<file path="src/rtl/core/py2rgb_pkg.sv">
// py2rgb_pkg: shared types, layout codes and colour coefficients
package py2rgb_pkg;

  // packed layout codes of the byte order register
  localparam logic [1:0] ORDER_UYVY = 2'd0;
  localparam logic [1:0] ORDER_YUYV = 2'd1;
  localparam logic [1:0] ORDER_YVYU = 2'd2;

  // chroma scale factors, q8
  localparam logic signed [9:0] COEF_RV = 10'sd359;
  localparam logic signed [9:0] COEF_GU = 10'sd88;
  localparam logic signed [9:0] COEF_GV = 10'sd183;
  localparam logic signed [9:0] COEF_BU = 10'sd454;

  // width of the q8 intermediate sums
  localparam int unsigned SUM_W = 19;

  // one macropixel after unpacking, chroma already offset by -128
  typedef struct packed {
    logic        [7:0] y0;
    logic        [7:0] y1;
    logic signed [7:0] u;
    logic signed [7:0] v;
  } yuv_t;

endpackage

</file>
<file path="src/rtl/core/packed_yuv422_to_rgb24_unit.sv">
// packed_yuv422_to_rgb24_unit: packed 4:2:2 macropixel to two rgb24 pixels
// path: input register, then result register, from input transfer to result valid
// throughput: one macropixel per cycle while the result is not stalled, set by the two-stage register pipeline
// a full result stage holds while stalled and the input stage keeps taking items until both fill
// reset (rst_n, synchronous, low): both stages empty, byte order back to yuyv
// the configuration port is always ready and takes one write per cycle
module packed_yuv422_to_rgb24_unit (
  input  logic       clk,
  input  logic       rst_n,
  // configuration write channel
  input  logic       cfg_valid,
  output logic       cfg_ready,
  input  logic [1:0] cfg_byte_order,
  // input macropixel channel
  input  logic       in_valid,
  output logic       in_stall,
  input  logic [7:0] in_byte0,
  input  logic [7:0] in_byte1,
  input  logic [7:0] in_byte2,
  input  logic [7:0] in_byte3,
  input  logic       in_end_of_frame,
  // result channel
  output logic       out_valid,
  input  logic       out_stall,
  output logic [7:0] out_red0,
  output logic [7:0] out_green0,
  output logic [7:0] out_blue0,
  output logic [7:0] out_red1,
  output logic [7:0] out_green1,
  output logic [7:0] out_blue1,
  output logic       out_frame_done
);

  // configuration register
  logic [1:0] byte_order_r;

  // input stage: unpacked macropixel
  logic              s1_valid_r;
  py2rgb_pkg::yuv_t  s1_yuv_r;
  logic              s1_eof_r;
  py2rgb_pkg::yuv_t  yuv_nxt;

  // result stage
  logic       out_valid_r;
  logic [7:0] red0_nxt, green0_nxt, blue0_nxt;
  logic [7:0] red1_nxt, green1_nxt, blue1_nxt;
  logic [7:0] red0_r, green0_r, blue0_r;
  logic [7:0] red1_r, green1_r, blue1_r;
  logic       frame_done_r;

  // pipeline advance: a stage moves when the one after it is empty or moving
  logic s2_adv;
  logic s1_adv;

  assign s2_adv   = !out_valid_r || !out_stall;
  assign s1_adv   = !s1_valid_r || s2_adv;
  assign in_stall = !s1_adv;

  assign cfg_ready = 1'b1;

  always_ff @(posedge clk) begin
    if (!rst_n) begin
      byte_order_r <= py2rgb_pkg::ORDER_YUYV;
    end else if (cfg_valid && cfg_ready) begin
      byte_order_r <= cfg_byte_order;
    end
  end

  // byte order decode ahead of the input register
  py2rgb_unpack u_unpack (
    .byte0      (in_byte0),
    .byte1      (in_byte1),
    .byte2      (in_byte2),
    .byte3      (in_byte3),
    .byte_order (byte_order_r),
    .yuv        (yuv_nxt)
  );

  always_ff @(posedge clk) begin
    if (!rst_n) begin
      s1_valid_r <= 1'b0;
    end else if (s1_adv) begin
      s1_valid_r <= in_valid;
    end
  end

  // payload only loads on a transfer
  always_ff @(posedge clk) begin
    if (in_valid && s1_adv) begin
      s1_yuv_r <= yuv_nxt;
      s1_eof_r <= in_end_of_frame;
    end
  end

  // both pixels share the chroma pair
  py2rgb_pixel u_pixel0 (
    .luma  (s1_yuv_r.y0),
    .u     (s1_yuv_r.u),
    .v     (s1_yuv_r.v),
    .red   (red0_nxt),
    .green (green0_nxt),
    .blue  (blue0_nxt)
  );

  py2rgb_pixel u_pixel1 (
    .luma  (s1_yuv_r.y1),
    .u     (s1_yuv_r.u),
    .v     (s1_yuv_r.v),
    .red   (red1_nxt),
    .green (green1_nxt),
    .blue  (blue1_nxt)
  );

  always_ff @(posedge clk) begin
    if (!rst_n) begin
      out_valid_r <= 1'b0;
    end else if (s2_adv) begin
      out_valid_r <= s1_valid_r;
    end
  end

  always_ff @(posedge clk) begin
    if (s1_valid_r && s2_adv) begin
      red0_r       <= red0_nxt;
      green0_r     <= green0_nxt;
      blue0_r      <= blue0_nxt;
      red1_r       <= red1_nxt;
      green1_r     <= green1_nxt;
      blue1_r      <= blue1_nxt;
      frame_done_r <= s1_eof_r;
    end
  end

  assign out_valid      = out_valid_r;
  assign out_red0       = red0_r;
  assign out_green0     = green0_r;
  assign out_blue0      = blue0_r;
  assign out_red1       = red1_r;
  assign out_green1     = green1_r;
  assign out_blue1      = blue1_r;
  assign out_frame_done = frame_done_r;

`ifndef SYNTHESIS
  // an accepted macropixel always lands in the input stage
  a_in_lands: assert property (@(posedge clk) disable iff (!rst_n)
    in_valid && !in_stall |=> s1_valid_r)
    else $error("accepted macropixel lost at input stage");

  // input stalls only when both stages are full and the result is held
  a_stall_cause: assert property (@(posedge clk) disable iff (!rst_n)
    in_stall |-> s1_valid_r && out_valid_r && out_stall)
    else $error("input stalled with room in the pipeline");

  // a full input stage with an empty result stage moves into it on the next clock
  a_s1_moves: assert property (@(posedge clk) disable iff (!rst_n)
    s1_valid_r && !out_valid_r |=> out_valid_r)
    else $error("input stage failed to advance into empty result stage");
`endif

endmodule

</file>
<file path="src/rtl/core/py2rgb_unpack.sv">
// py2rgb_unpack: byte order decode of one packed 4:2:2 macropixel
module py2rgb_unpack (
  input  logic [7:0]        byte0,
  input  logic [7:0]        byte1,
  input  logic [7:0]        byte2,
  input  logic [7:0]        byte3,
  input  logic [1:0]        byte_order,
  output py2rgb_pkg::yuv_t  yuv
);

  logic [7:0] u_raw;
  logic [7:0] v_raw;

  always_comb begin
    unique case (byte_order)
      py2rgb_pkg::ORDER_UYVY: begin
        u_raw  = byte0;
        yuv.y0 = byte1;
        v_raw  = byte2;
        yuv.y1 = byte3;
      end
      py2rgb_pkg::ORDER_YVYU: begin
        yuv.y0 = byte0;
        v_raw  = byte1;
        yuv.y1 = byte2;
        u_raw  = byte3;
      end
      default: begin
        // yuyv, and the reserved code
        yuv.y0 = byte0;
        u_raw  = byte1;
        yuv.y1 = byte2;
        v_raw  = byte3;
      end
    endcase
    // minus 128 is a flip of the top bit into two's complement
    yuv.u = signed'({~u_raw[7], u_raw[6:0]});
    yuv.v = signed'({~v_raw[7], v_raw[6:0]});
  end

endmodule

</file>
<file path="src/rtl/core/py2rgb_pixel.sv">
// py2rgb_pixel: q8 colour matrix and clip for one pixel
module py2rgb_pixel (
  input  logic [7:0]        luma,
  input  logic signed [7:0] u,
  input  logic signed [7:0] v,
  output logic [7:0]        red,
  output logic [7:0]        green,
  output logic [7:0]        blue
);

  localparam int unsigned W = py2rgb_pkg::SUM_W;

  logic signed [W-1:0] base;
  logic signed [W-1:0] rv_prod;
  logic signed [W-1:0] gu_prod;
  logic signed [W-1:0] gv_prod;
  logic signed [W-1:0] bu_prod;
  logic signed [W-1:0] r_sum;
  logic signed [W-1:0] g_sum;
  logic signed [W-1:0] b_sum;

  // floor shift by 8 is the upper slice; clip on sign and overflow bits
  function automatic logic [7:0] shift_clip(input logic signed [W-1:0] x);
    logic [W-9:0] s;
    s = x[W-1:8];
    if (s[W-9])
      return 8'd0;
    else if (|s[W-10:8])
      return 8'hFF;
    else
      return s[7:0];
  endfunction

  always_comb begin
    base    = signed'({{(W-16){1'b0}}, luma, 8'd0});
    rv_prod = py2rgb_pkg::COEF_RV * v;
    gu_prod = py2rgb_pkg::COEF_GU * u;
    gv_prod = py2rgb_pkg::COEF_GV * v;
    bu_prod = py2rgb_pkg::COEF_BU * u;
    r_sum   = base + rv_prod;
    g_sum   = base - gu_prod - gv_prod;
    b_sum   = base + bu_prod;
    red     = shift_clip(r_sum);
    green   = shift_clip(g_sum);
    blue    = shift_clip(b_sum);
  end

endmodule
</file>
<file path="config.mk">
export PLATFORM = sky130hd
export DESIGN_NAME = packed_yuv422_to_rgb24_unit
export DESIGN_NICKNAME = d
export VERILOG_FILES = /design/src/rtl/core/py2rgb_pkg.sv /design/src/rtl/core/packed_yuv422_to_rgb24_unit.sv /design/src/rtl/core/py2rgb_unpack.sv /design/src/rtl/core/py2rgb_pixel.sv
export SDC_FILE = /design/constraint.sdc
export NUM_CORES = 1
export LEC_CHECK = 0
export BUFFER_PORTS_ARGS = -buffer_cell sky130_fd_sc_hd__buf_2
export CORE_UTILIZATION = 45
export CTS_BUF_LIST = sky130_fd_sc_hd__clkbuf_4
export CTS_CLUSTER_DIAMETER = 30
export DETAILED_ROUTE_END_ITERATION = 6
export GPL_ROUTABILITY_DRIVEN = 1
export PLACE_DENSITY = 0.77
export SYNTH_ARGS = -nofsm -noshare
export SYNTH_HDL_FRONTEND = slang
export SYNTH_SLANG_ARGS = --single-unit
</file>
<file path="constraint.sdc">
create_clock -name clk -period 6.35 [get_ports clk]
set_input_delay 1.905 -clock clk [delete_from_list [all_inputs] [get_ports clk]]
set_output_delay 1.905 -clock clk [all_outputs]
set_load 0.05 [all_outputs]
</file>
==> results.toml, run 1 <==
[outcome]
status = "complete, no violations"

[layout]
area_growth_pct = 14.8
final_cell_mix = "inv_1 (200), ha_1 (183), buf_2 (90)"
fillCellCount = 2162
final_common_cell = "inv_1"
final_nets = 1601
fin_util = 0.530
layout-drive-gt1-share = 0.182

[global_route]
grt_use_total = 0.216
overflow = 0
grt_max_degree = 50
grtUsageMet2 = 0.368
grtUsageMet3 = 0.0301
grt_pass1_wl_mm = 41.6
grt_pass1_vias = 8610
grt_most_used_layer = "met2"
antenna_found_initial = 1
grt.met1_usage = 0.276

[critical_path]
critPathRequiredTime_ps = 6590
crit_family = "adder cells"
path_buf_inv = 5
cp_max_fo = 7
worstPathCellList = "buf_6 > ha_4 > buf_4 > ha_1 > inv_1 > fa_1 > fa_1 > inv_1 > ha_1 > a21o_1 > a21oi_2 > and2_1 > o21ai_1 > o21ai_1 > a21oi_1 > xnor2_1 > ha_1 > inv_1 > or4_1 > a2111oi_2 > a21oi_1 > a32oi_2 > o21ai_0"
cp-start-kind = "register"
critPathKind = "reg -> reg"
slowest_stage = "fa_1"
endpoint_kind = "register"
slowest_delay_ps = 550
arrival_ps = 6370

[clocking]
cts_made_buffers = 9
h-tree-depth = 3
cts_hold_buf = 0
clk_latency_ps = 510
cts_buffer_depth = 2
clkSinkCount = 86
cts_tree = "done"
clkTransAtPathRegs_ps = 150
root_buffer = "clkbuf_4"

[sta]
fin_crit_sh = 0.965
fin_crit_ps = 6130
maxSlewHeadroom = 0.354
maxSlewViolCount = 0
fmax_mhz = 163
fin_skew_ps = 32.7
finalSetupViolations = 0
worstMarginPinSlew_ps = 968
hold_viol = 0

[hold_path]
holdCritPathClass = "reg -> reg"

[drt]
dr.pass1.iters = 5
drc = 0
drtIter0Drc = 527
ant_nets = 0
wire_per_inst_um = 16.0
viasPerCell = 5.37
num_vias = 8743
wl_mm = 26.0

[logic_synthesis]
ys_seq_area_frac = 0.232
yosysWarnings = 0
synth_seq_cells = 86
netlist_area_um2 = 10900
ys.flop_type = "edfxtp_1"
yosysUniqueCellTypes = 73
synth_fp_nets = 1459
async_flop_share = 0
yosysTopAreaCell = "edfxtp_1"
synth-edff-count = 82
synthCells = 1161
ys_top_cells_by_area = "edfxtp_1 (23%), ha_1 (22%), fa_1 (12%)"
synth_top_cell_area_share = 0.225
postSynthAreaPerCell_um2 = 9.42

[placed_design]
dpl.hpwl_mm = 21.3
finalWeightedCongestion = 0.935
portBuffers = 90

[floorplanning]
fp-row-count = 56
pin_count = 92
die_w_um = 158
die_y_um = 158
initial_core_util = 0.462
core_area_um2 = 23700
die-area_um2 = 24900

[job]
maxCapViolations = 0
[sequential cells by signal, indices dropped and copies added (netlist names), 2 cells and up]
name          count
s1_yuv_r         32
out_blue1         8
out_blue0         8
byte_order_r      2
out_red0          8
out_red1          8
out_green0        8
out_green1        8
[per-stage QoR]
| step | area [µm²] | TNS, ps | hold WS [ps] | worst slack (ps) | instances |
|---|---|---|---|---|---|
| after floorplan | 10900 | 0 | 400 | 49.1 | 1161 |
| after global placement | 12100 | -430 | 404 | -58.7 | 1598 |
| after detailed placement | 12100 | -2100 | 418 | -166 | 1598 |
| after CTS | 12300 | 0 | 454 | 1.25 | 1616 |
| after global routing | 12600 | -990 | 474 | -68.5 | 1628 |
| final | 12600 | 0 | 452 | 220 | 1628 |
[final timing paths]
path                                  start        endpoint  slack [ps]  cells after the start
worst max register to register  s1_yuv_r[2]     out_red0[2]         220                     23
worst min-delay path               s1_eof_r  out_frame_done         450                      0
worst max-delay path            s1_yuv_r[2]     out_red0[2]         220                     23
worst min register to register     s1_eof_r  out_frame_done         450                      0
[logic make-up after synthesis]
family                   Yosys count  synth area share
AO/OA/AOI/OAI                    266             0.158
XOR/XNOR                          78            0.0638
adder cells (fa/ha/maj)          260             0.341
buffers and inverters            218            0.0751
flip-flops                        86             0.232
multiplexers                      39            0.0375
other                              1          0.000343
AND/OR/NAND/NOR                  213            0.0918
[layer usage]
metal / vias up / part of all wire / wire [µm]
met4: 0 / 0.033 / 862
met3: 48 / 0.050 / 1300
met1: 4142 / 0.45 / 11600
li1: 4291 / - / -
met2: 262 / 0.47 / 12300
met5: - / 0 / 0
[worst register-to-register path, cell delays in order, from the launching register on]
cell       delay [ps]
edfxtp_1          510
buf_6             170
ha_4              240
buf_4             140
ha_1              260
inv_1              50
fa_1              500
fa_1              550
inv_1              40
ha_1              340
a21o_1            200
a21oi_2           170
and2_1            210
o21ai_1           120
o21ai_1           190
a21oi_1           110
xnor2_1           170
ha_1              360
inv_1             110
or4_1             530
a2111oi_2         310
a21oi_1           120
a32oi_2           310
o21ai_0           140
[cells in the mapped netlist (3+ instances only)]
cell / count
inv_1: 202
ha_1: 193
edfxtp_1: 82
a21oi_1: 67
o21ai_0: 67
fa_1: 65
nand2_1: 63
nor2_1: 62
xnor2_1: 55
a21o_1: 33
mux2i_1: 23
xor2_1: 21
nor2b_1: 17
mux2_2: 16
nand3_1: 14
o21a_1: 14
clkbuf_1: 13
nor3_1: 13
nand2b_1: 9
o22ai_1: 9
a211oi_1: 8
a21boi_0: 8
and3_1: 8
and2_1: 7
o31ai_1: 5
or2_2: 5
dfxtp_1: 4
o211ai_1: 4
o21ai_1: 4
a211o_1: 3
a2bb2oi_1: 3
a31oi_1: 3
o21bai_1: 3
or3_1: 3
[what timing repair did]
item	4_1_cts	5_1_grt
pin swaps	0	27
hold endpoints to repair	0	0
resized for setup	11	48
setup endpoints to repair	19	37
setup buffers	2	11
[final cells by class]
class	count	area [µm²]	area share
multi-input cells	857	7830	0.623
inverters	203	762	0.0607
clock buffers	9	67.6	0.00538
clock inverters	7	73.8	0.00588
repair buffers	146	886	0.0705
diodes	1	2.50	0.000199
flip-flops and latches	86	2540	0.202
well taps	319	399	0.0318
Power of run 1 is not shown: default switching activity piles up to over one toggle a cycle in this logic, so the estimate is an artifact.
==> run 2: changes to the inputs <==
- ABC_AREA: unset -> 1
- CORE_ASPECT_RATIO: unset -> 0.8
- CTS_BUF_LIST: sky130_fd_sc_hd__clkbuf_4 -> unset
==> run 2 against run 1 <==
Final cell count increased by 18%; non-clock buffer count fell by 47; core utilization down 2.1 points; sequential cell count stayed put; sequential share of layout area decreased by 0.51 points; cell area rose by 2.6%; worst hold slack got worse by 13 ps; setup slack better by 180 ps; critical path type unchanged.
==> results.toml, run 2 <==
[outcome]
status = "complete, no violations"

[global_route]
antenna_found_initial = 0
grt_max_degree = 34
grt_use_total = 0.228
grt_pass1_vias = 9479
overflow = 0
grt_pass1_wl_mm = 47.5

[sta]
maxSlewViolCount = 0
maxSlewHeadroom = 0.532
fin_crit_sh = 0.937
fmax_mhz = 168
fin_skew_ps = 9.04
rsz0062_at_grt = "no"
worstMarginPinSlew_ps = 694
fin_crit_ps = 5950
finalSetupViolations = 0
hold_viol = 0
final.setup.tns_ps = 0

[layout]
fillCellCount = 2409
final_nets = 1892
final_common_cell = "inv_1"
final_cell_mix = "inv_1 (342), nand2_1 (295), ha_1 (192)"
regArea_um2 = 2540
final_area_um2 = 12900
largest-register = "s1_yuv_r"
multi_input_area_um2 = 7790
layout-drive-gt1-share = 0.0926
area_growth_pct = 10.8
largest_register_ffs = 32

[clocking]
clkTransAtPathRegs_ps = 70
cts_made_buffers = 9
clk_latency_ps = 360
root_buffer = "clkbuf_16"
clkSinkCount = 86
cts_buffer_depth = 2
h-tree-depth = 3
cts_tree = "done"
cts_hold_buf = 0

[critical_path]
crit_end = "out_green0[1]"
critPathRequiredTime_ps = 6440
r2r_end = "out_green0[1]"
cp-start-kind = "register"
worstSetupStartpoint = "s1_yuv_r[3]"
r2r-start = "s1_yuv_r[3]"
endpoint_kind = "register"
r2r_slack_ps = 400
critPathKind = "reg -> reg"
r2r_cells = 27
cp_max_fo = 8
arrival_ps = 6040

[floorplanning]
pin_count = 92
die_y_um = 146
core_area_um2 = 25300
initial_core_util = 0.460
die-area_um2 = 26500
die_w_um = 182
fp-row-count = 52

[logic_synthesis]
yosysWarnings = 0
synth_seq_cells = 86
netlist_area_um2 = 11600
synthCells = 1491
synth-edff-count = 82
yosysTopAreaCell = "edfxtp_1"
synth_fp_nets = 1789
synth_top_cell_area_share = 0.212
synth_commonest_cells = "inv_1 (342), nand2_1 (295), ha_1 (193)"
ys.flop_type = "edfxtp_1"
postSynthAreaPerCell_um2 = 7.80
yosysUniqueCellTypes = 40
async_flop_share = 0
ys_seq_area_frac = 0.219
ys_top_cells_by_area = "edfxtp_1 (21%), ha_1 (21%), fa_1 (11%)"
synth.most_common_cell = "inv_1"

[placed_design]
dpl_cell_area_um2 = 12500
finalWeightedCongestion = 0.962
portBuffers = 90
dpl.hpwl_mm = 25.2

[drt]
ant_nets = 0
num_vias = 10000
dr.pass1.iters = 6
wire_per_inst_um = 15.6
viasPerCell = 5.21
wl_mm = 30.0
drc = 0
drtIter0Drc = 824

[hold_path]
hold_depth = 0
holdCritPathClass = "reg -> reg"

[job]
maxCapViolations = 0
==> run 2: repair_timing <==
item                                    in CTS  in global routing
endpoints found under the setup margin       0                 16
resized for setup                            0                  6
setup buffers                                0                  4
==> run 2: worst min-delay path by stage <==
stage,startpoint,end
after floorplan,s1_eof_r,out_frame_done
after global placement,s1_eof_r,out_frame_done
after detailed placement,s1_eof_r,out_frame_done
after CTS,s1_eof_r,out_frame_done
after global routing,s1_eof_r,out_frame_done
final,s1_eof_r,out_frame_done
==> run 2: metal layers <==
layer	routed length (µm)	track usage	up-vias
met1	14100	0.334	4662
li1	-	-	4999
met4	344	0.0441	0
met2	13000	0.351	330
met3	2530	0.0423	32
met5	0	0	-
==> run 2: kinds of logic after synthesis <==
group           after synthesis  synth area share
xor+xnor                     82            0.0624
buf+inv                     356             0.115
simple gates                506             0.186
other cells                   1          0.000322
flops                        86             0.219
compound gates              202            0.0981
fa+ha+maj                   258             0.319
==> run 2: area by class of cell <==
class                   instances  share of cell area
well taps                     324              0.0315
flip-flops and latches         86               0.197
diodes                          1            0.000194
inverters                     349               0.102
clock buffers                  10              0.0178
multi-input cells            1049               0.605
clock inverters                 6             0.00670
repair buffers                 99              0.0402
==> run 2: metrics by stage <==
stage | worst slack [ps] | hold WS, ps | utilization | instances
2_1_floorplan | 877 | 400 | - | 1491
3_3_place_gp | 371 | 401 | 0.494 | 1903
3_5_place_dp | 316 | 430 | 0.494 | 1903
4_1_cts | 305 | 446 | 0.506 | 1919
5_1_grt | 7.32 | 445 | 0.509 | 1923
6_report | 400 | 440 | 0.509 | 1924
==> run 2: critical path, cell delays in order, from the launching register on <==
cell	delay, ps
edfxtp_1	510
ha_1	390
ha_1	340
fa_1	530
inv_1	50
fa_1	520
inv_1	40
ha_1	330
inv_2	90
o21bai_1	70
nor2_1	220
o211ai_1	160
nand2_1	80
nand2_1	40
o21ai_0	110
xor2_1	360
fa_1	480
inv_1	80
ha_1	280
a21o_1	220
nand3_1	60
nand2_1	50
a21oi_1	160
nand2_1	70
nand2_1	50
nand2_1	90
nor2_4	200
a21oi_1	100
Power of run 2 is left out for the same reason.
==> run 3: changes to the inputs <==
- CORE_UTILIZATION: 45 -> 57
- PLACE_DENSITY: 0.77 -> 0.91
==> run 3 against run 2 <==
Setup slack got worse by 190 ps; cell area up 0.20%; register-to-register slack lost 190 ps; die area decreased by 21%; sequential cell count unchanged; fmax is 3.2% lower; clock skew is 2.9 ps higher; final cell count fell by 2.7%; core utilization is 14 points higher; critical path depth fell by 2.
==> results.toml, run 3 (synthesized netlist as in run 2, its figures left out) <==
[drt]
ant_nets = 0
wl_mm = 31.7
drc = 0
wire_per_inst_um = 16.9
dr.pass1.iters = 6
drtIter0Drc = 1066
num_vias = 10600
viasPerCell = 5.64

[sta]
finalSetupViolations = 0
fin_crit_ps = 6140
whs_ps = 444
fmax_mhz = 163
maxSlewViolCount = 0
maxSlewHeadroom = 0.496
fin_skew_ps = 12.0
hold_viol = 0
worstMarginPinSlew_ps = 756
fin_crit_sh = 0.968

[floorplanning]
die-area_um2 = 21000
fp-row-count = 46
pin_count = 92
initial_core_util = 0.584
die_y_um = 130
die_w_um = 162
core_area_um2 = 19900

[layout]
largest-register = "s1_yuv_r"
multi_input_area_um2 = 7830
layout.cells.non_filler = 1872
final_cell_mix = "inv_1 (342), nand2_1 (294), ha_1 (190)"
final_area_um2 = 12900
final_common_cell = "inv_1"
fin_util = 0.648
final_nets = 1900
fillCellCount = 1599
layout-drive-gt1-share = 0.103
area_growth_pct = 11.0
regArea_um2 = 2540
largest_register_ffs = 32

[placed_design]
dpl.cell_count = 1843
dpl.hpwl_mm = 25.2
portBuffers = 90
finalWeightedCongestion = 0.956
dpl_cell_area_um2 = 12400

[global_route]
grt_use_total = 0.299
antenna_found_initial = 0
grt_pass1_vias = 9887
overflow = 0
grt_max_degree = 50
grt_pass1_wl_mm = 49.0

[clocking]
cts_tree = "done"
cts_made_buffers = 9
clkSinkCount = 86
clkTransAtPathRegs_ps = 70
cts_buffer_depth = 2
h-tree-depth = 3
root_buffer = "clkbuf_16"
cts_hold_buf = 0
clk_latency_ps = 360

[critical_path]
critPathKind = "reg -> reg"
arrival_ps = 6240
endpoint_kind = "register"
cp-start-kind = "register"
r2r_cells = 25
critPathRequiredTime_ps = 6440
cp_max_fo = 8

[outcome]
status = "complete, no violations"

[hold_path]
hold_depth = 0
holdCritPathClass = "reg -> reg"

[job]
maxCapViolations = 0
-- run 3: cell types whose count changed in the layout (fill, tap and decap cells not counted), sizes merged --
cell | previous run | this run
clkinv | 6 | 5
clkinvlp | 0 | 1
buf | 99 | 107
-- run 3: through the flow --
stage	setup slack (ps)	TNS (ps)
floorplan	877	0
global placement	425	0
detailed placement	266	0
CTS	138	0
global route	-44.4	-187
finish	206	0
-- run 3: layout make-up --
type,count,share of cell area
inverters,349,0.101
multi-input cells,1049,0.607
flip-flops and latches,86,0.197
diodes,1,0.000194
repair buffers,107,0.0448
clock inverters,6,0.00669
clock buffers,10,0.0177
well taps,264,0.0256
-- run 3: layer usage --
layer / part of all wire / track usage
met5: 0 / 0
met4: 0.028 / 0.0988
met3: 0.10 / 0.0648
met2: 0.45 / 0.483
met1: 0.42 / 0.402
-- run 3: what timing repair did --
item / in CTS / in global routing
setup endpoints to repair: 0 / 16
setup buffers: 0 / 12
resized for setup: 0 / 14
-- run 3: worst max-delay path, cell delays in order, from the launching register on --
cell,delay [ps]
edfxtp_1,570
ha_1,300
fa_1,490
fa_1,500
inv_1,50
fa_1,520
inv_1,40
ha_1,340
inv_1,80
nor3_1,310
a21oi_2,120
nor2_1,130
nor2_1,80
xor2_1,150
inv_1,100
fa_1,500
inv_1,50
ha_1,390
nand2_1,130
nor2_1,180
inv_1,90
nor3_2,150
nand3_1,110
nand3_2,150
xor2_4,260
a21oi_1,80
-- run 3: final timing paths --
kind               startpoint             end  slack [ps]
setup reg to reg  s1_yuv_r[7]   out_green1[7]         210
setup / recovery  s1_yuv_r[7]   out_green1[7]         210
hold reg to reg      s1_eof_r  out_frame_done         440
hold / removal       s1_eof_r  out_frame_done         440
Power of run 3 is left out for the same reason.
